<file path="config.mk">
export PLATFORM = sky130hd
export DESIGN_NAME = dtq_fire_buf
export DESIGN_NICKNAME = d
export VERILOG_FILES = /design/src/design/dtq_pkg.sv /design/src/design/dtq_fire_buf.sv
export SDC_FILE = /design/constraint.sdc
export NUM_CORES = 1
export LEC_CHECK = 0
export BUFFER_PORTS_ARGS = -buffer_cell sky130_fd_sc_hd__buf_2
export CAP_MARGIN = 20
export CORE_MARGIN = 2
export CORE_UTILIZATION = 60
export DETAILED_ROUTE_END_ITERATION = 8
export GPL_ROUTABILITY_DRIVEN = 0
export GPL_TIMING_DRIVEN = 1
export PLACE_DENSITY = 0.76
export SETUP_SLACK_MARGIN = 0.2
export SLEW_MARGIN = 20
export SYNTH_ARGS = -nofsm -noshare
export SYNTH_HDL_FRONTEND = slang
export SYNTH_SLANG_ARGS = --single-unit
</file>
<file path="constraint.sdc">
create_clock -name clk_i -period 2.2 [get_ports clk_i]
set_clock_uncertainty 0.05 [all_clocks]
set_input_delay 0 -clock clk_i [delete_from_list [all_inputs] [get_ports clk_i]]
set_output_delay 0 -clock clk_i [all_outputs]
set_load 0.05 [all_outputs]
</file>
<file path="src/design/dtq_pkg.sv">
// shared types, constants and ordering function for the deadline timer queue
`default_nettype none
package dtq_pkg;

  localparam int unsigned DefCapacity = 64;
  localparam int unsigned MaxResults  = 64;
  localparam int unsigned ResCntW     = $clog2(MaxResults + 1);
  localparam int unsigned ResAddrW    = $clog2(MaxResults);
  localparam logic [31:0] AllOnes     = 32'hFFFF_FFFF;

  typedef enum logic [1:0] {
    OP_ADD  = 2'd0,
    OP_DEL  = 2'd1,
    OP_TICK = 2'd2
  } op_e;

  typedef struct packed {
    logic [31:0] deadline;
    logic [31:0] period;
    logic [7:0]  id;
  } entry_t;

  // order by time remaining, then by id
  function automatic logic before_f(entry_t a, entry_t b, logic [31:0] now);
    logic [31:0] ra;
    logic [31:0] rb;
    ra = a.deadline - now;
    rb = b.deadline - now;
    if (ra != rb) return ra < rb;
    return a.id < b.id;
  endfunction

endpackage
`default_nettype wire

</file>
<file path="src/design/dtq_fire_buf.sv">
// buffer of fired timer ids held until the tick report goes out
`default_nettype none
module dtq_fire_buf (
  input  wire logic                          clk_i,
  input  wire logic                          we_i,
  input  wire logic [dtq_pkg::ResAddrW-1:0]  waddr_i,
  input  wire logic [7:0]                    wdata_i,
  input  wire logic [dtq_pkg::ResAddrW-1:0]  raddr_i,
  output logic [7:0]                         rdata_o
);
  import dtq_pkg::*;

  logic [7:0] mem [MaxResults];
  logic [7:0] rdata_q;

  // write and registered read
  always_ff @(posedge clk_i) begin
    if (we_i) mem[waddr_i] <= wdata_i;
    rdata_q <= mem[raddr_i];
  end

  assign rdata_o = rdata_q;
endmodule
`default_nettype wire

</file>
==> impl_metrics.py, run 1 <==
metrics = {
    "logic_synthesis": {
        "synth_cell_type_count": 40,
        "avgSynthCellArea_um2": 21.45,
        "ys_async_sr_fraction_pct": 0,
        "synthCells": 940,
        "syn_nets": 962,
        "synth_area_um2": 20170,
        "ys_ff_latch": 520,
        "synth_edf_count": 512,
        "seq_area_frac_synth_pct": 77.03,
        "yosys_most_used_dff": "edfxtp_1",
        "yosysWarnings": 0,
    },
    "drt": {
        "vias": 10160,
        "first_iter_violations": 1268,
        "drtAntennaViolNets": 0,
        "viasPerCell": 6.384,
        "wl_per_cell_um": 27.81,
        "drt_first_pass_iters": 5,
        "routed_wl_um": 44270,
        "drc": 0,
    },
    "sta": {
        "period_needed_ns": 1.936,
        "worst_slew_pin_slew_ns": 0.8934,
        "relSlewSlack_pct": 40.44,
        "rsz0062_at_grt": "false",
        "finalSetupViolations": 0,
        "hold_violations": 0,
        "fin_hold_ws_ns": 0.05960,
        "fin_ws_ns": 0.2641,
        "drv_slew": 0,
        "tns_ns": 0,
        "fin_crit_sh_pct": 88.00,
        "fmax_ghz": 0.5165,
    },
    "floorplanning": {
        "coreArea_um2": 33280,
        "die_h_um": 187.3,
        "die_x_um": 187.3,
        "die-area_um2": 35090,
        "rows": 67,
        "ios": 30,
        "initial_core_util_pct": 60.60,
    },
    "power_and_ir_drop": {
        "peakVddDrop_v": 0.0006334,
        "cellPowerDensity_nw_per_um2": 879.0,
        "leakage_nw": 7.587,
        "fin_total_pwr_mw": 20.55,
    },
    "clocking": {
        "clock_latency_ns": 0.56,
        "cts_root_buffer": "clkbuf_16",
        "htreeDepth": 2,
        "cts.clk_slew.worst_paths_ns": 0.06,
        "cts_sinks": 520,
        "cts_tree": "yes",
        "clk_path_buf_depth": 3,
        "cts_buffers": 50,
    },
    "finish": {
        "nFillCells": 1934,
        "antenna_cells": 0,
        "syn2layout_area_growth_pct": 15.96,
        "layoutNonFillerInstCount": 1592,
        "stdcell_area_um2": 23380,
        "drive_gt1_share_pct": 32.34,
        "fin_util_pct": 70.27,
        "final_nets": 1125,
    },
    "worst_setup_path": {
        "cp_max_fo": 1,
        "crit_path_top_delay_cell": "mux4_2",
        "cp_data_arrival_time_ns": 2.32,
        "max_stage_delay_ns": 0.52,
        "crit_chain": "mux4_2 > nor2b_1 > a2111oi_2 > buf_4 > o41ai_1",
        "crit_type": "flop to flop",
        "start_kind": "flop",
        "cp_data_required_time_ns": 2.58,
        "crit_path_end_kind": "flop",
    },
    "place": {
        "place_area_um2": 21660,
        "hpwlAfterDp_um": 27280,
        "place_inst": 1491,
        "post-place-ws_ns": -0.01344,
        "io_buffers": 29,
    },
    "worst_hold_path": {
        "hold_class": "input port to flop",
    },
    "grt": {
        "grt_pass1_wl_um": 66800,
        "grt_usage_pct": 26.12,
        "gr-total-overflow": 0,
        "grt_max_degree": 65,
        "grt_pass1_vias": 10390,
        "antenna_found_initial": 2,
    },
    "outcome": {
        "outcome": "complete, no violations",
    },
    "job": {
        "maxCapViolCount": 0,
    },
}
==> Yosys cell counts, types with 3 or more instances <==
cell type  number  area (µm²)
o2bb2ai_1       3       26.28
mux4_2        126        2838
o221ai_1        8       70.07
a21oi_1         3       15.01
buf_2          11       55.05
o2111ai_1       3       26.28
nor2_1         83       311.6
o22ai_1         8       50.05
a211oi_1        4       30.03
nor2b_1        14       87.58
a221oi_1        6       52.55
nand3_1        13       65.06
dfxtp_1         8       160.2
nand2_1        19       71.32
a22oi_1         3       22.52
buf_6           4       45.04
mux2i_1        23       230.2
mux2_2         13       146.4
nor3_1          7       35.03
nand3b_1        3       22.52
edfxtp_1      512       15370
clkbuf_1       17       63.81
buf_4          13       97.59
nand2b_1        7       43.79
buf_1           4       15.01
==> worst max-delay path, delay by kind of cell, from the launching register on <==
kind,cells,cell delay [ns]
compound gates,2,0.51
buf+inv,1,0.20
flops,1,0.36
mux,1,0.52
simple gates,1,0.18
==> kinds of logic after synthesis <==
kind of cell / after synthesis / share of synthesized area [%]
flip-flops: 520 / 77.03
multiplexers: 162 / 15.94
AND/OR/NAND/NOR: 153 / 3.387
AO/OA/AOI/OAI: 54 / 2.072
buffers and inverters: 51 / 1.570
==> state kept, by name (all words and copies together) (netlist names) <==
signal	cells
mem	512
rdata_o	8
==> layout by cell type, fill, tap and decap left out, types with 6 or more instances in the layout <==
master / count
edfxtp_1: 512
mux4_2: 126
buf_4: 116
nor2_1: 80
clkbuf_16: 53
buf_2: 25
mux2i_1: 23
nand2_1: 19
nor2b_1: 14
clkinv_1: 14
mux2_2: 13
nand3_1: 13
buf_12: 12
clkbuf_1: 9
o221ai_1: 8
o22ai_1: 8
dlygate4sd3_1: 8
dfxtp_1: 8
nand2b_1: 7
nor3_1: 7
a221oi_1: 6
clkinv_2: 6
==> where the power goes <==
| part | internal [mW] | leakage [nW] | switching (mW) |
|---|---|---|---|
| combinational | 0.462 | 2.13 | 0.705 |
| sequential | 11.0 | 4.67 | 0.0358 |
| clock | 4.85 | 0.779 | 3.53 |
==> final timing paths <==
kind,slack (ns),cells past startpoint,from,end
hold reg to reg,0.81,3,mem[27][6],rdata_o[6]
hold / removal,0.06,4,waddr_i[0],mem[56][5]
setup reg to reg,0.26,5,mem[3][5],rdata_o[5]
setup / recovery,0.26,5,mem[3][5],rdata_o[5]
==> routing by layer <==
layer / vias to the layer above / share of wire [%] / track usage, % / wire [µm]
li1: 4249 / - / - / -
met3: 101 / 9.6 / 5.704 / 4271
met1: 5271 / 39 / 37.23 / 17120
met5: - / 0.047 / 0 / 21
met2: 538 / 48 / 41.11 / 21410
met4: 4 / 3.3 / 8.669 / 1455
==> timing repair <==
action	in CTS	in global routing
setup buffers	0	0
gates cloned	0	0
endpoints found under the hold margin	125	16
gates resized for setup	3	5
setup endpoints to repair	2	4
hold buffers	7	1
==> area by class of cell <==
type	instances	area [µm²]	share of cell area (%)
clock buffers	62	1360	5.816
repair buffers	162	1330	5.688
clock inverters	31	259.0	1.108
well taps	448	560.5	2.397
flip-flops and latches	520	15530	66.43
multi-input cells	369	4340	18.56
(Power assumes the default switching activity.)
==> inputs of run 2 (changes only) <==
- CORE_ASPECT_RATIO: default -> 0.9
- MAX_ROUTING_LAYER: default -> met4
==> impl_metrics.py, run 2 (synthesized netlist as in run 1, its figures left out) <==
metrics = {
    "outcome": {
        "outcome": "finished with violations",
        "violations": "negative hold slack",
    },
    "worst_setup_path": {
        "crit_path_end_kind": "flop",
        "r2r-start": "mem[21][6]",
        "rr_endpoint": "rdata_o[6]",
        "startpoint": "mem[21][6]",
        "crit_type": "flop to flop",
        "cp_max_fo": 1,
        "r2r_setup_slack_ns": 0.18,
        "cp_data_arrival_time_ns": 2.40,
        "start_kind": "flop",
        "crit_path_end": "rdata_o[6]",
        "cp_data_required_time_ns": 2.58,
        "ff2ff_path_depth": 5,
    },
    "drt": {
        "vias": 10280,
        "viasPerCell": 6.533,
        "wl_per_cell_um": 28.48,
        "first_iter_violations": 1246,
        "routed_wl_um": 44800,
        "drtAntennaViolNets": 0,
        "drc": 0,
        "drt_first_pass_iters": 5,
    },
    "job": {
        "maxCapViolCount": 0,
    },
    "grt": {
        "grt_pass1_vias": 10270,
        "grt_usage_pct": 27.59,
        "grt_pass1_wl_um": 66870,
        "antenna_found_initial": 4,
        "grt_max_degree": 65,
        "gr-total-overflow": 0,
    },
    "finish": {
        "regMostFlops": "mem",
        "layoutNonFillerInstCount": 1573,
        "final_nets": 1128,
        "most-common-layout-cells": "edfxtp_1, mux4_2, buf_4",
        "syn2layout_area_growth_pct": 15.75,
        "nFillCells": 1915,
        "largest_reg_flops": 512,
        "layout_commonest_cell": "edfxtp_1",
        "drive_gt1_share_pct": 32.55,
        "stdcell_area_um2": 23340,
    },
    "floorplanning": {
        "die_h_um": 177.9,
        "coreArea_um2": 33030,
        "rows": 63,
        "initial_core_util_pct": 61.06,
        "die_x_um": 197.3,
        "die-area_um2": 35100,
        "ios": 30,
    },
    "sta": {
        "fin_crit_sh_pct": 91.85,
        "fmax_ghz": 0.4949,
        "fin_hold_ws_ns": -0.1265,
        "worst_slew_pin_slew_ns": 0.8578,
        "relSlewSlack_pct": 42.81,
        "hold_violations": 6,
        "drv_slew": 0,
        "finalSetupViolations": 0,
        "period_needed_ns": 2.021,
        "tns_ns": 0,
        "rsz0062_at_grt": "true",
    },
    "clocking": {
        "clk_path_buf_depth": 3,
        "clock_latency_ns": 0.56,
        "cts_buffers": 49,
        "cts_sinks": 520,
        "cts_root_buffer": "clkbuf_16",
        "htreeDepth": 2,
        "cts_tree": "yes",
        "cts.clk_slew.worst_paths_ns": 0.06,
        "cts_hold_buf": 7,
    },
    "power_and_ir_drop": {
        "cellPowerDensity_nw_per_um2": 872.0,
        "fin_total_pwr_mw": 20.35,
        "peakVddDrop_v": 0.0006512,
        "internal_power_mw": 16.17,
        "seq_power_share_pct": 54.0,
        "combPwrFrac_pct": 5.8,
        "clkPwrFrac_pct": 40.2,
        "p_sw_share_pct": 20.56,
        "leakage_nw": 7.607,
        "netSwitchingPower_mw": 4.184,
    },
    "place": {
        "place_area_um2": 21660,
        "hpwlAfterDp_um": 28210,
        "io_buffers": 29,
        "place_inst": 1470,
    },
    "worst_hold_path": {
        "hold_class": "input port to flop",
    },
}
-- run 2: cell types whose count changed in the layout (fill, tap and decap cells not counted), moves of 2 or more --
cell | previous run | this run
a2111oi_2 | 2 | 0
buf_4 | 116 | 120
clkbuf_1 | 9 | 16
clkbuf_16 | 53 | 51
clkbuf_8 | 1 | 5
clkinv_1 | 14 | 7
clkinv_2 | 6 | 8
clkinv_4 | 3 | 0
clkinvlp_4 | 4 | 0
diode_2 | 0 | 5
inv_6 | 0 | 2
nor3_1 | 7 | 5
nor3_4 | 0 | 2
-- run 2: power groups by stage --
| stage | sequential, mW | clock, mW | combinational [mW] |
|---|---|---|---|
| 2_1_floorplan | 11.3 | 0 | 0.584 |
| 3_3_place_gp | 11.2 | 0 | 1.13 |
| 3_5_place_dp | 11.2 | 0 | 1.15 |
| 4_1_cts | 11.0 | 8.29 | 1.17 |
| 5_1_grt | 11.0 | 8.68 | 1.24 |
| 6_report | 11.0 | 8.18 | 1.17 |
-- run 2: worst min-delay path by stage --
stage | from | endpoint | depth (start not counted)
final | raddr_i[5] | rdata_o[0] | 3
after floorplan | wdata_i[0] | mem[0][0] | 0
after CTS | raddr_i[5] | rdata_o[0] | 3
after global placement | raddr_i[5] | rdata_o[6] | 3
after global routing | raddr_i[5] | rdata_o[0] | 3
after detailed placement | raddr_i[5] | rdata_o[0] | 3
-- run 2: through the flow --
stage | setup slack (ns) | util (%)
after floorplan | 0.4578 | -
after global placement | -0.07569 | 65.59
after detailed placement | -0.1241 | 65.59
after CTS | 0.1375 | 70.58
after global routing | 0.1620 | 70.67
final | 0.1794 | 70.68
-- run 2: layout make-up --
class	count	area, µm²	area share [%]
sequential	520	15530	66.55
clock inverter	20	173.9	0.7450
antenna	5	12.51	0.05360
timing repair buffer	166	1355	5.805
clock buffer	71	1391	5.960
tap	422	528.0	2.262
multi-input combinational	369	4348	18.63
-- run 2: repair_timing --
action                                 in CTS  in global routing
buffers inserted                            0                  0
cloned                                      0                  0
pin swaps                                   0                  1
resized for setup                           3                  5
endpoints found under the hold margin     131                  6
setup endpoints to repair                   3                  5
-- run 2: critical path, stage by stage (launching register included) --
cell and delay, ns:
edfxtp_1 0.39, mux4_2 0.48, mux2_2 0.28, o221a_2 0.32, nor3_4 0.26, o32ai_1 0.12
-- run 2: metal layers --
metal | global-route usage [%] | vias up | wire length [µm]
li1 | - | 4265 | -
met1 | 40.20 | 5345 | 18100
met2 | 40.93 | 580 | 21230
met3 | 5.131 | 87 | 4301
met4 | 7.957 | 0 | 1170
met5 | - | - | 0
==> inputs of run 3 (changes only) <==
- RECOVER_POWER: default -> 100
- TNS_END_PERCENT: default -> 100
==> impl_metrics.py, run 3 (synthesized netlist as in run 1, its figures left out) <==
metrics = {
    "outcome": {
        "outcome": "finished with violations",
        "violations": "negative hold slack, max-capacitance violations, max-slew violations",
    },
    "drt": {
        "drc": 0,
        "drtAntennaViolNets": 0,
        "drt_first_pass_iters": 7,
        "first_iter_violations": 1131,
        "viasPerCell": 6.514,
        "routed_wl_um": 44870,
        "vias": 10240,
        "wl_per_cell_um": 28.54,
    },
    "power_and_ir_drop": {
        "internal_power_mw": 16.15,
        "clkPwrFrac_pct": 40.2,
        "leakage_nw": 7.266,
        "netSwitchingPower_mw": 4.174,
        "p_sw_share_pct": 20.54,
        "combPwrFrac_pct": 5.6,
        "seq_power_share_pct": 54.1,
        "cellPowerDensity_nw_per_um2": 883.5,
        "peakVddDrop_v": 0.0006511,
    },
    "sta": {
        "finalSetupViolations": 0,
        "relSlewSlack_pct": -29.95,
        "fmax_ghz": 0.4731,
        "period_needed_ns": 2.114,
        "rsz0062_at_grt": "true",
        "tns_ns": 0,
        "fin_crit_sh_pct": 96.07,
        "drv_slew": 180,
        "fin_hold_ws_ns": -0.1274,
        "hold_violations": 6,
        "worst_slew_pin_slew_ns": 1.949,
    },
    "worst_setup_path": {
        "r2r-start": "mem[21][6]",
        "ff2ff_path_depth": 5,
        "rr_endpoint": "rdata_o[6]",
        "crit_type": "input port to flop",
        "cp_data_required_time_ns": 2.33,
        "crit_path_end_kind": "flop",
        "cp_max_fo": 10,
        "startpoint": "waddr_i[1]",
        "start_kind": "input port",
        "r2r_setup_slack_ns": 0.11,
        "cp_data_arrival_time_ns": 2.24,
    },
    "floorplanning": {
        "coreArea_um2": 33030,
        "die-area_um2": 35100,
        "ios": 30,
        "rows": 63,
        "initial_core_util_pct": 61.06,
        "die_h_um": 177.9,
        "die_x_um": 197.3,
    },
    "finish": {
        "most-common-layout-cells": "edfxtp_1, mux4_2, clkbuf_1",
        "layout_commonest_cell": "edfxtp_1",
        "syn2layout_area_growth_pct": 14.09,
        "largest_reg_flops": 512,
        "regMostFlops": "mem",
        "drive_gt1_share_pct": 24.96,
        "fin_util_pct": 69.66,
        "final_nets": 1128,
    },
    "place": {
        "hpwlAfterDp_um": 28210,
        "io_buffers": 29,
    },
    "job": {
        "maxCapViolCount": 5,
    },
    "grt": {
        "grt_pass1_vias": 10270,
        "grt_max_degree": 65,
        "gr-total-overflow": 0,
        "grt_pass1_wl_um": 66870,
        "grt_usage_pct": 27.59,
        "antenna_found_initial": 4,
    },
    "clocking": {
        "clock_latency_ns": 0.57,
        "clk_path_buf_depth": 3,
        "cts_sinks": 520,
        "cts_buffers": 49,
        "cts_root_buffer": "clkbuf_16",
        "cts_hold_buf": 7,
        "htreeDepth": 2,
        "cts.clk_slew.worst_paths_ns": 0.06,
        "cts_tree": "yes",
    },
    "worst_hold_path": {
        "hold_class": "input port to flop",
        "min-delay-start": "raddr_i[5]",
        "hold_depth": 3,
        "whs_endpoint": "rdata_o[0]",
    },
}
[run 3: cell count changes in the layout (fill, tap and decap cells not counted), sizes merged]
cell	previous run	this run
buf	158	61
clkbuf	72	169
diode	5	4
[run 3: layer usage]
layer | share of wire (%) | vias to the layer above | global-route usage (%)
met2 | 48 | 594 | 40.93
li1 | - | 4267 | -
met5 | 0 | - | -
met4 | 2.6 | 0 | 7.957
met1 | 40 | 5294 | 40.20
met3 | 10 | 85 | 5.131
[run 3: stage by stage]
stage               worst slack (ns)  hold WS (ns)  std cells  total power [mW]  area (µm²)
finish                       0.08639       -0.1274       1572             20.33       23010
global route                 0.08111       -0.1337       1572             20.90       23010
CTS                           0.1375       -0.1567       1568             20.46       23310
detailed placement           -0.1241        0.4285       1470             12.36       21660
global placement            -0.07569        0.4156       1470             12.33       21660
floorplan                     0.4578       0.04887        940             11.84       20170
[run 3: worst max-delay path by stage]
stage / depth (start not counted) / slack (ns) / endpoint
detailed placement: 7 / -0.12 / rdata_o[6]
global placement: 6 / -0.08 / rdata_o[5]
finish: 6 / 0.09 / mem[41][6]
floorplan: 5 / 0.46 / rdata_o[4]
CTS: 5 / 0.14 / rdata_o[6]
global route: 6 / 0.08 / mem[21][3]
[run 3: cell type report]
| cell class | instances | area [µm²] |
|---|---|---|
| diodes | 4 | 10.01 |
| clock inverters | 20 | 173.9 |
| flip-flops and latches | 520 | 15530 |
| well taps | 422 | 528.0 |
| fillers | 2006 | 10020 |
| repair buffers | 166 | 1049 |
| multi-input cells | 369 | 4322 |
| clock buffers | 71 | 1391 |
[run 3: critical path: stages]
cell	delay (ns)
dlygate4sd3_1	0.54
clkbuf_1	0.22
nor2_1	0.19
nand3_1	0.50
nor2_1	0.28
clkbuf_1	0.50
[run 3: repair_timing]
action,4_1_cts,5_1_grt
endpoints found under the setup margin,3,5
gates resized for setup,3,5
pin swaps,0,1
endpoints found under the hold margin,131,6
buffers inserted,0,0
[run 3: power by group through the flow]
stage                     registers [mW]  clock network, mW  logic (mW)
final                               11.0               8.17        1.15
after global routing                11.0               8.68        1.21
after CTS                           11.0               8.29        1.17
after detailed placement            11.2                  0        1.15
after global placement              11.2                  0        1.13
after floorplan                     11.3                  0       0.584
