### src/design/dtq_pkg.sv
// shared types, constants and ordering function for the deadline timer queue
`default_nettype none
package dtq_pkg;

  localparam int unsigned DefCapacity = 64;
  localparam int unsigned MaxResults  = 64;
  localparam int unsigned ResCntW     = $clog2(MaxResults + 1);
  localparam int unsigned ResAddrW    = $clog2(MaxResults);
  localparam logic [31:0] AllOnes     = 32'hFFFF_FFFF;

  typedef enum logic [1:0] {
    OP_ADD  = 2'd0,
    OP_DEL  = 2'd1,
    OP_TICK = 2'd2
  } op_e;

  typedef struct packed {
    logic [31:0] deadline;
    logic [31:0] period;
    logic [7:0]  id;
  } entry_t;

  // order by time remaining, then by id
  function automatic logic before_f(entry_t a, entry_t b, logic [31:0] now);
    logic [31:0] ra;
    logic [31:0] rb;
    ra = a.deadline - now;
    rb = b.deadline - now;
    if (ra != rb) return ra < rb;
    return a.id < b.id;
  endfunction

endpackage
`default_nettype wire

### src/design/dtq_ctrl.sv
// sequencer: add, delete search, tick firing, heap sifts and result output
`default_nettype none
module dtq_ctrl #(
  parameter int unsigned CAPACITY = dtq_pkg::DefCapacity,
  parameter int unsigned AW       = $clog2(CAPACITY),
  parameter int unsigned CW       = $clog2(CAPACITY + 1)
) (
  input  wire logic                          clk_i,
  input  wire logic                          rst_ni,
  input  wire logic                          start_i,
  output logic                               busy_o,
  input  wire logic [1:0]                    opcode_i,
  input  wire logic [7:0]                    timer_id_i,
  input  wire logic [31:0]                   delay_ms_i,
  input  wire logic [31:0]                   period_ms_i,
  output logic                               valid_o,
  output logic [1:0]                         kind_o,
  output logic                               ok_o,
  output logic [7:0]                         fired_id_o,
  output logic [31:0]                        time_to_next_ms_o,
  output logic                               last_o,
  output logic                               hw_we_o,
  output logic [AW-1:0]                      hw_addr_o,
  output dtq_pkg::entry_t                    hw_data_o,
  output logic [AW-1:0]                      hr_addr_o,
  input  wire dtq_pkg::entry_t               hr_data_i,
  output logic                               fw_we_o,
  output logic [dtq_pkg::ResAddrW-1:0]       fw_addr_o,
  output logic [7:0]                         fw_data_o,
  output logic [dtq_pkg::ResAddrW-1:0]       fr_addr_o,
  input  wire logic [7:0]                    fr_data_i
);
  import dtq_pkg::*;

  typedef enum logic [4:0] {
    S_IDLE, S_DEL_RD, S_DEL_CMP, S_RM_START, S_RM_LAST, S_SD_RDL, S_SD_RDR,
    S_SD_CMP, S_SU_RD, S_SU_CMP, S_AFTER, S_TK_RD, S_TK_CHK, S_FIN_RD,
    S_FIN_CAP, S_EM_PRE, S_EM_OUT
  } state_e;

  state_e              state_q, state_d;
  op_e                 op_q, op_d;
  logic [CW-1:0]       count_q, count_d;
  logic [CW-1:0]       scan_q, scan_d;
  logic [31:0]         now_q, now_d;
  entry_t              e_q, e_d;
  entry_t              lc_q, lc_d;
  entry_t              root_q, root_d;
  logic [AW-1:0]       i_q, i_d;
  logic [ResCntW-1:0]  n_q, n_d;
  logic [ResCntW-1:0]  k_q, k_d;
  logic                first_q, first_d;
  logic                pend_q, pend_d;
  logic                adv_q, adv_d;
  logic                has_r_q, has_r_d;
  logic [7:0]          id_q, id_d;
  logic [31:0]         delay_q, delay_d;
  logic [31:0]         period_q, period_d;
  logic                ok_q, ok_d;
  logic [31:0]         next_q, next_d;
  logic                valid_q, valid_d;
  logic [1:0]          kind_q, kind_d;
  logic                rok_q, rok_d;
  logic [7:0]          rid_q, rid_d;
  logic                last_q, last_d;

  logic [AW+1:0]       l_w, r_w, cnt_w;
  logic [AW-1:0]       parent_w;
  logic [CW-1:0]       cm1_w;
  logic [31:0]         now_inc_w;
  logic [31:0]         dly_w;

  assign l_w       = {1'b0, i_q, 1'b1};
  assign r_w       = l_w + 1'b1;
  assign cnt_w     = (AW+2)'(count_q);
  assign parent_w  = (i_q - 1'b1) >> 1;
  assign cm1_w     = count_q - 1'b1;
  assign now_inc_w = now_q + 32'd1;
  assign dly_w     = (delay_q == 32'd0) ? 32'd1 : delay_q;

  // next-state and memory port logic
  always_comb begin
    state_d = state_q; op_d = op_q; count_d = count_q; scan_d = scan_q;
    now_d = now_q; e_d = e_q; lc_d = lc_q; root_d = root_q; i_d = i_q;
    n_d = n_q; k_d = k_q; first_d = first_q; pend_d = pend_q; adv_d = adv_q;
    has_r_d = has_r_q; id_d = id_q; delay_d = delay_q; period_d = period_q;
    ok_d = ok_q; next_d = next_q;
    valid_d = 1'b0; kind_d = kind_q; rok_d = rok_q; rid_d = rid_q; last_d = last_q;
    hw_we_o = 1'b0; hw_addr_o = i_q; hw_data_o = e_q; hr_addr_o = '0;
    fw_we_o = 1'b0; fw_addr_o = n_q[ResAddrW-1:0]; fw_data_o = root_q.id;
    fr_addr_o = k_q[ResAddrW-1:0];

    unique case (state_q)
      S_IDLE: begin
        if (start_i) begin
          id_d = timer_id_i; delay_d = delay_ms_i; period_d = period_ms_i;
          ok_d = 1'b0; n_d = '0; scan_d = '0; pend_d = 1'b0; adv_d = 1'b1;
          unique case (opcode_i)
            OP_ADD:  begin op_d = OP_ADD;  state_d = S_AFTER; pend_d = 1'b1; end
            OP_DEL:  begin op_d = OP_DEL;  state_d = S_DEL_RD; end
            OP_TICK: begin op_d = OP_TICK; state_d = S_TK_RD; end
            default: state_d = S_IDLE;
          endcase
        end
      end
      // linear id search: read an entry, then compare its id
      S_DEL_RD: begin
        hr_addr_o = scan_q[AW-1:0];
        if (scan_q == count_q) state_d = S_FIN_RD;
        else                   state_d = S_DEL_CMP;
      end
      S_DEL_CMP: begin
        if (hr_data_i.id == id_q) begin
          ok_d = 1'b1; i_d = scan_q[AW-1:0]; state_d = S_RM_START;
        end else begin
          scan_d = scan_q + 1'b1; state_d = S_DEL_RD;
        end
      end
      // remove slot i: move the last entry into it
      S_RM_START: begin
        count_d   = cm1_w;
        hr_addr_o = cm1_w[AW-1:0];
        if ((AW+1)'(i_q) == (AW+1)'(cm1_w)) state_d = S_AFTER;
        else                                state_d = S_RM_LAST;
      end
      S_RM_LAST: begin
        e_d = hr_data_i; first_d = 1'b1; state_d = S_SD_RDL;
      end
      // sift down
      S_SD_RDL: begin
        hr_addr_o = l_w[AW-1:0];
        if (l_w >= cnt_w) begin
          if (first_q) state_d = S_SU_RD;
          else begin hw_we_o = 1'b1; state_d = S_AFTER; end
        end else state_d = S_SD_RDR;
      end
      S_SD_RDR: begin
        lc_d      = hr_data_i;
        hr_addr_o = r_w[AW-1:0];
        has_r_d   = r_w < cnt_w;
        state_d   = S_SD_CMP;
      end
      S_SD_CMP: begin
        if (has_r_q && before_f(hr_data_i, lc_q, now_q) &&
            before_f(hr_data_i, e_q, now_q)) begin
          hw_we_o = 1'b1; hw_data_o = hr_data_i;
          i_d = r_w[AW-1:0]; first_d = 1'b0; state_d = S_SD_RDL;
        end else if (before_f(lc_q, e_q, now_q)) begin
          hw_we_o = 1'b1; hw_data_o = lc_q;
          i_d = l_w[AW-1:0]; first_d = 1'b0; state_d = S_SD_RDL;
        end else if (first_q) begin
          state_d = S_SU_RD;
        end else begin
          hw_we_o = 1'b1; state_d = S_AFTER;
        end
      end
      // sift up
      S_SU_RD: begin
        hr_addr_o = parent_w;
        if (i_q == '0) begin hw_we_o = 1'b1; state_d = S_AFTER; end
        else state_d = S_SU_CMP;
      end
      S_SU_CMP: begin
        hw_we_o = 1'b1;
        if (before_f(e_q, hr_data_i, now_q)) begin
          hw_data_o = hr_data_i; i_d = parent_w; state_d = S_SU_RD;
        end else state_d = S_AFTER;
      end
      // pending insert, then back to the operation
      S_AFTER: begin
        if (pend_q) begin
          pend_d = 1'b0; first_d = 1'b0;
          if (op_q == OP_ADD) begin
            if (count_q < CW'(CAPACITY)) begin
              ok_d = 1'b1;
              e_d = '{deadline: now_q + dly_w, period: period_q, id: id_q};
              i_d = count_q[AW-1:0]; count_d = count_q + 1'b1; state_d = S_SU_RD;
            end else state_d = S_FIN_RD;
          end else begin
            e_d = '{deadline: now_q + root_q.period, period: root_q.period,
                    id: root_q.id};
            i_d = count_q[AW-1:0]; count_d = count_q + 1'b1; state_d = S_SU_RD;
          end
        end else if (op_q == OP_TICK) state_d = S_TK_RD;
        else state_d = S_FIN_RD;
      end
      // tick: check root, fire while expired
      S_TK_RD: begin
        hr_addr_o = '0;
        if (count_q == '0) begin
          if (adv_q) now_d = now_inc_w;
          adv_d = 1'b0; state_d = S_FIN_RD;
        end else if (n_q == ResCntW'(MaxResults)) state_d = S_FIN_RD;
        else state_d = S_TK_CHK;
      end
      S_TK_CHK: begin
        root_d = hr_data_i;
        adv_d  = 1'b0;
        if (adv_q && hr_data_i.deadline != now_q) begin
          now_d = now_inc_w;
          if (hr_data_i.deadline == now_inc_w) begin
            fw_we_o = 1'b1; fw_data_o = hr_data_i.id; n_d = n_q + 1'b1;
            pend_d = hr_data_i.period != 32'd0; i_d = '0; state_d = S_RM_START;
          end else state_d = S_FIN_RD;
        end else if (hr_data_i.deadline == now_q) begin
          fw_we_o = 1'b1; fw_data_o = hr_data_i.id; n_d = n_q + 1'b1;
          pend_d = hr_data_i.period != 32'd0; i_d = '0; state_d = S_RM_START;
        end else state_d = S_FIN_RD;
      end
      // time to next deadline
      S_FIN_RD: begin
        hr_addr_o = '0;
        if (count_q == '0) begin next_d = AllOnes; state_d = S_EM_PRE; end
        else state_d = S_FIN_CAP;
      end
      S_FIN_CAP: begin
        next_d = hr_data_i.deadline - now_q; state_d = S_EM_PRE;
      end
      // result output
      S_EM_PRE: begin
        fr_addr_o = '0; k_d = '0;
        if (op_q == OP_TICK && n_q != '0) state_d = S_EM_OUT;
        else begin
          valid_d = 1'b1; kind_d = op_q; rok_d = ok_q; rid_d = '0; last_d = 1'b1;
          state_d = S_IDLE;
        end
      end
      S_EM_OUT: begin
        fr_addr_o = ResAddrW'(k_q + 1'b1);
        valid_d = 1'b1; kind_d = OP_TICK; rok_d = 1'b1; rid_d = fr_data_i;
        k_d = k_q + 1'b1;
        last_d = (k_q + 1'b1) == n_q;
        if ((k_q + 1'b1) == n_q) state_d = S_IDLE;
      end
      default: state_d = S_IDLE;
    endcase
  end

  // state and registered outputs
  always_ff @(posedge clk_i or negedge rst_ni) begin
    if (!rst_ni) begin
      state_q <= S_IDLE; count_q <= '0; now_q <= '0; valid_q <= 1'b0;
      op_q <= OP_ADD; n_q <= '0; k_q <= '0; pend_q <= 1'b0; adv_q <= 1'b0;
      first_q <= 1'b0; has_r_q <= 1'b0;
    end else begin
      state_q <= state_d; count_q <= count_d; now_q <= now_d; valid_q <= valid_d;
      op_q <= op_d; n_q <= n_d; k_q <= k_d; pend_q <= pend_d; adv_q <= adv_d;
      first_q <= first_d; has_r_q <= has_r_d;
    end
  end

  // payload registers
  always_ff @(posedge clk_i) begin
    scan_q <= scan_d; e_q <= e_d; lc_q <= lc_d; root_q <= root_d; i_q <= i_d;
    id_q <= id_d; delay_q <= delay_d; period_q <= period_d; ok_q <= ok_d;
    next_q <= next_d; kind_q <= kind_d; rok_q <= rok_d; rid_q <= rid_d;
    last_q <= last_d;
  end

  assign busy_o            = state_q != S_IDLE;
  assign valid_o           = valid_q;
  assign kind_o            = kind_q;
  assign ok_o              = rok_q;
  assign fired_id_o        = rid_q;
  assign time_to_next_ms_o = next_q;
  assign last_o            = last_q;
endmodule
`default_nettype wire

### config.mk
export PLATFORM = sky130hd
export DESIGN_NAME = dtq_ctrl
export DESIGN_NICKNAME = d
export VERILOG_FILES = /design/src/design/dtq_pkg.sv /design/src/design/dtq_ctrl.sv
export SDC_FILE = /design/constraint.sdc
export NUM_CORES = 1
export LEC_CHECK = 0
export BUFFER_PORTS_ARGS = -buffer_cell sky130_fd_sc_hd__buf_2
export CAP_MARGIN = 5
export CORE_MARGIN = 5
export CORE_UTILIZATION = 46
export CTS_BUF_LIST = sky130_fd_sc_hd__clkbuf_8
export DETAILED_ROUTE_END_ITERATION = 10
export PLACE_DENSITY_LB_ADDON = 0.12
export SYNTH_ARGS = -nofsm -noshare
export SYNTH_HDL_FRONTEND = slang
export SYNTH_SLANG_ARGS = --single-unit
### constraint.sdc
create_clock -name clk_i -period 19.29 [get_ports clk_i]
set_clock_uncertainty 0.1 [all_clocks]
set_input_delay 1.929 -clock clk_i [delete_from_list [all_inputs] [get_ports clk_i]]
set_output_delay 1.929 -clock clk_i [all_outputs]
set_load 0.005 [all_outputs]
==> flow_summary.yaml, run 1 <==
global_routing:
  grt_pass1_vias: 23690
  grt_pass1_wl_mm: 145.4
  overflow: 0
  grt_max_degree: 85
  grtUsageTotal_pct: 29.45
  antenna_found_initial: 15
sta:
  worst_slew_margin_rel_pct: 14.80
  period_needed_ps: 11600
  slew_violations: 0
  fin_crit_sh_pct: 60.14
  fmax_mhz: 86.21
  finalSetupTns_ps: 0
  rsz0062_at_grt: "false"
  whs_ps: 417.1
  finalSetupViolations: 0
  worst_pin_slew_ps: 1273
  hold_violations: 0
logic_synthesis:
  yosysWarnings: 0
  synth_ff_type: "edfxtp_1"
  seq_area_frac_synth_pct: 40.43
  synth_area_um2: 27350
  synthArstFlopShare_pct: 17.15
  synth_most_common_cell: "nand2_1"
  synth_top_area_share_pct: 34.48
  syn-num-nets: 3302
  ys_ff_latch: 379
  syn_avg_cell_area_um2: 9.492
  synth_top_area_cell: "edfxtp_1"
  ys_types: 90
  synth.top_cells.by_count: "nand2_1, edfxtp_1, ha_1"
  netlist_top_cells_area: "edfxtp_1, ha_1, dfrtp_1"
  syn-instance-count: 2881
  synth-edff-count: 314
critical_path:
  cp.arrival_ps: 9570
  start_kind: "flip-flop"
  crit_start: "now_q[0]$_DFFE_PN0P_"
  r2r-start: "now_q[17]$_DFFE_PN0P_"
  endpoint: "hw_data_o[40]"
  path_depth: 26
  critPathKind: "flip-flop to primary output"
  cp-end-kind: "primary output"
  crit_buf_inv: 3
  crit_fanout: 37
  crit_slowest_cell: "o21ai_4"
  r2r_cells: 25
  cp.required_ps: 17260
  crit_family: "compound AO/OA/AOI/OAI gates"
  rrSetupSlack_ps: 11280
  rr_endpoint: "hw_addr_o[3]$_DFFE_PP_"
  max_stage_delay_ps: 960
cts:
  clkLatencyLatePin_ps: 680
  cts_setup_buffers: 0
  cts.sinks: 379
  cts_hold_buf: 0
  htree_levels: 3
  cts_resized: 0
  cts_buffers: 71
  cts_buffer_depth: 3
  clk_pin_slew_worst_paths_ps: 60
  cts_tree: "yes"
  root_buffer: "clkbuf_8"
floorplanning:
  initial_core_util_pct: 46.42
  die_x_um: 253.8
  die_y_um: 253.8
  coreArea_um2: 58910
  die_area_um2: 64420
  row_count: 89
  ios: 309
final_layout:
  area_growth_syn_to_layout_pct: 13.20
  fin_nets: 3596
  final_cells: 4007
  drive_above_1_share_pct: 14.65
detailed_routing:
  wirelength_mm: 97.80
  routedWlPerCell_um: 24.41
  drtIter0Drc: 2093
  vias: 24050
  drtAntennaViolNets: 0
  dr.pass1.iters: 5
  via_per_inst: 6.001
  drcViolationCount: 0
power:
  p_leak_nw: 13.34
  powerDensity_nw_per_um2: 128.1
  peakVddDrop_v: 0.00007320
worst_hold_path:
  worstHoldStart: "ok_q$_DFFE_PP_"
  min_path_type: "flip-flop to flip-flop"
outcome:
  status: "finished clean"
placement:
  dpl.hpwl_mm: 75.72
  numPortBuffers: 308
  placedCellCount: 3874
  finalWeightedCongestion: 0.9870
job:
  maxCapViolCount: 0
[layout by cell type (no fill, tap or decap), types with 7 or more instances in the layout]
cell / count
a31oi_1: 55
clkinv_2: 9
clkinv_1: 12
clkbuf_8: 75
nor3_1: 50
nand2_1: 343
nor4_1: 40
dfrtp_1: 65
a2111oi_0: 7
buf_2: 308
or4_1: 9
and2_1: 17
nand3_1: 82
xnor2_1: 159
o21a_1: 9
nand2b_1: 35
ha_1: 260
or2_2: 13
a21o_1: 84
a22oi_1: 9
o211ai_1: 13
edfxtp_1: 314
a21oi_1: 154
a221o_1: 75
buf_4: 21
nand4_1: 44
o21bai_1: 15
xor2_1: 94
nor2_1: 189
a211oi_1: 17
a211o_1: 7
and3_1: 86
or3_1: 13
o22ai_1: 8
o21ai_0: 143
nor2b_1: 34
inv_1: 215
[registers in the layout, indices dropped and copies added, names as in the netlist, 6 cells and up]
register,flops
scan_q,7
time_to_next_ms_o,32
count_q,7
root_q,40
fired_id_o,8
id_q,8
k_q,7
n_q,7
lc_q,72
period_q,32
now_q,32
hw_addr_o,6
e_q,72
delay_q,32
[routing by layer]
layer / wire length [µm] / GRT usage, % / vias to the layer above
li1: - / - / 11200
met3: 7575 / 5.373 / 156
met5: 97 / 0 / -
met4: 2860 / 8.423 / 16
met2: 43830 / 46.39 / 971
met1: 43430 / 41.89 / 11700
[logic make-up after synthesis]
logic type	count (synthesis)	share of synthesized area, %
simple gates	987	17.39
compound gates	681	16.89
flops	379	40.43
buf+inv	304	4.406
fa+ha+maj	265	12.23
xor+xnor	256	8.304
mux	9	0.3614
[power breakdown]
part / switching, mW / internal (mW)
Sequential: 0.151 / 1.08
Combinational: 1.24 / 0.743
Clock: 0.375 / 0.381
Total: 1.77 / 2.20
[worst register-to-register path: stages (launching register included)]
cell and delay [ps]:
dfrtp_1 570, inv_1 260, ha_1 470, nand3_1 190, nor4_1 680, or3b_1 490
a31oi_1 260, o21ai_0 150, a211o_1 330, o21ai_0 480, a41oi_1 230, o21ai_0 220
a21oi_1 140, xor2_1 190, ha_1 320, nand3_1 90, nor3_1 290, nand2_1 110
nor2b_1 120, mux2i_1 120, or4_1 450, a21oi_2 310, or2_2 220, buf_4 620
mux2i_1 270, o211ai_1 90
[worst min-delay path by stage]
| stage | endpoint | slack (ps) | depth (start not counted) |
|---|---|---|---|
| floorplan | has_r_q$_DFFE_PN0P_ | 360 | 2 |
| global placement | k_q[6]$_DFFE_PN0N_ | 390 | 2 |
| detailed placement | ok_o$_DFFE_PP_ | 400 | 1 |
| CTS | ok_o$_DFFE_PP_ | 420 | 1 |
| global route | ok_o$_DFFE_PP_ | 440 | 1 |
| finish | ok_o$_DFFE_PP_ | 420 | 1 |
[layout make-up]
type                       instances  area [µm²]
sequential                       379       11060
antenna                            5       12.51
timing repair buffer             330        1710
clock buffer                      75        1032
inverter                         195       733.2
fill                            5452       27950
tap                              773       967.2
multi-input combinational       2198       15140
clock inverter                    52       302.8
[per-stage QoR]
stage / util, % / area [µm²] / total power, mW / setup WS [ps]
detailed placement: 50.24 / 29600 / 3.193 / 7937
CTS: 52.51 / 30930 / 3.961 / 7870
global route: 52.54 / 30950 / 4.236 / 7341
global placement: 50.24 / 29600 / 3.155 / 8181
finish: 52.55 / 30950 / 3.965 / 7690
floorplan: - / 27350 / 2.482 / 10250
Power figures use the tool's default switching activity.
==> inputs of run 2 (changes only) <==
- clock period: 19.29 -> 12.1 ns (I/O delays scaled with it)
==> flow_summary.yaml, run 2 (synthesis gave the netlist of run 1 again) <==
floorplanning:
  row_count: 89
  initial_core_util_pct: 46.42
  die_x_um: 253.8
  die_area_um2: 64420
  coreArea_um2: 58910
  ios: 309
  die_y_um: 253.8
job:
  maxCapViolCount: 0
outcome:
  status: "finished clean"
detailed_routing:
  drtAntennaViolNets: 0
  routedWlPerCell_um: 23.88
  drtIter0Drc: 2168
  via_per_inst: 6.015
  wirelength_mm: 95.82
  vias: 24130
  drcViolationCount: 0
  dr.pass1.iters: 5
placement:
  dpl.hpwl_mm: 73.41
  placedCellCount: 3875
  numPortBuffers: 308
  finalWeightedCongestion: 0.9748
final_layout:
  mostFrequentLayoutCells: "nand2_1, edfxtp_1, buf_2, ha_1, inv_1"
  drive_above_1_share_pct: 14.49
  final_cells: 4012
  area_growth_syn_to_layout_pct: 13.10
  fin_nets: 3598
  final_common_cell: "nand2_1"
  largestRegisters: "e_q x72, lc_q x72, root_q x40"
  utilization_pct: 52.50
global_routing:
  grt_pass1_vias: 23570
  overflow: 0
  grt_max_degree: 82
  grt_pass1_wl_mm: 142.8
  antenna_found_initial: 16
  grtUsageTotal_pct: 28.93
critical_path:
  crit_family: "compound AO/OA/AOI/OAI gates"
  crit_fanout: 38
  cp-end-kind: "primary output"
  start_kind: "flip-flop"
  critPathKind: "flip-flop to primary output"
  crit_slowest_cell: "o21ai_4"
  cp.arrival_ps: 9160
  cp.required_ps: 10790
  max_stage_delay_ps: 980
  crit_buf_inv: 3
power:
  powerDensity_nw_per_um2: 202.3
  peakVddDrop_v: 0.0001106
  p_leak_nw: 13.34
  p_total_mw: 6.257
sta:
  worst_pin_slew_ps: 1312
  hold_violations: 0
  finalSetupViolations: 0
  slew_violations: 0
  rsz0062_at_grt: "false"
  finalSetupTns_ps: 0
  fin_crit_sh_pct: 86.52
  fmax_mhz: 95.52
  period_needed_ps: 10470
  worst_slew_margin_rel_pct: 12.55
cts:
  cts_tree: "yes"
  cts_setup_buffers: 0
  clk_pin_slew_worst_paths_ps: 60
  cts_buffers: 72
  cts_resized: 0
  htree_levels: 3
  cts_hold_buf: 0
  cts.sinks: 379
  clkLatencyLatePin_ps: 680
  cts_buffer_depth: 3
  root_buffer: "clkbuf_8"
worst_hold_path:
  min_path_type: "input port to asynchronous set/reset pin"
-- run 2: layout make-up --
cell class	instances	area, µm²
antenna	9	22.52
clock buffer	75	1032
clock inverter	52	267.8
fill	5404	27980
inverter	195	733.2
multi-input combinational	2198	15140
sequential	379	11060
tap	773	967.2
timing repair buffer	331	1714
-- run 2: final timing paths --
kind	startpoint	end	slack (ps)	cells past startpoint
worst max-delay path	now_q[15]$_DFFE_PN0P_	hw_data_o[64]	1630	25
worst min-delay path	rst_ni	now_q[0]$_DFFE_PN0P_	260	1
worst max register to register	now_q[1]$_DFFE_PN0P_	hw_addr_o[3]$_DFFE_PP_	4380	26
worst min register to register	ok_q$_DFFE_PP_	ok_o$_DFFE_PP_	440	1
max in group asynchronous	rst_ni	n_q[4]$_DFFE_PN0P_	10460	2
min in group clk_i	ok_q$_DFFE_PP_	ok_o$_DFFE_PP_	440	1
-- run 2: worst reg2reg max path: cells and delay by family, from the launching register on --
family	cells	cell delay (ps)
AOI/OAI and AO/OA	9	2590
DFF	1	440
muxes	2	400
adders and majority gates	2	650
buffers and inverters	2	980
and+or+nand+nor	10	2150
xor gates and xnor gates	1	140
-- run 2: per-layer routing --
| metal | up-vias | global-route usage, % | wire length, µm |
|---|---|---|---|
| met3 | 186 | 6.120 | 8902 |
| met1 | 11540 | 41.02 | 41380 |
| met2 | 1162 | 44.69 | 42320 |
| met4 | 12 | 9.113 | 3146 |
| li1 | 11230 | - | - |
| met5 | - | 0 | 74 |
-- run 2: report_power, final --
part | internal (mW) | total (mW) | leakage, nW | switching, mW
clock network | 0.584 | 1.18 | 0.769 | 0.598
registers | 1.72 | 1.96 | 3.69 | 0.237
logic | 1.18 | 3.12 | 8.88 | 1.94
-- run 2: metrics by stage --
stage | hold slack (ps) | setup slack (ps) | area [µm²]
after global placement | 386.5 | 2567 | 29600
after CTS | 217.5 | 1768 | 30900
after detailed placement | 409.4 | 2261 | 29600
after floorplan | 363.7 | 4499 | 27350
final | 264.1 | 1632 | 30930
after global routing | 211.5 | 1201 | 30920
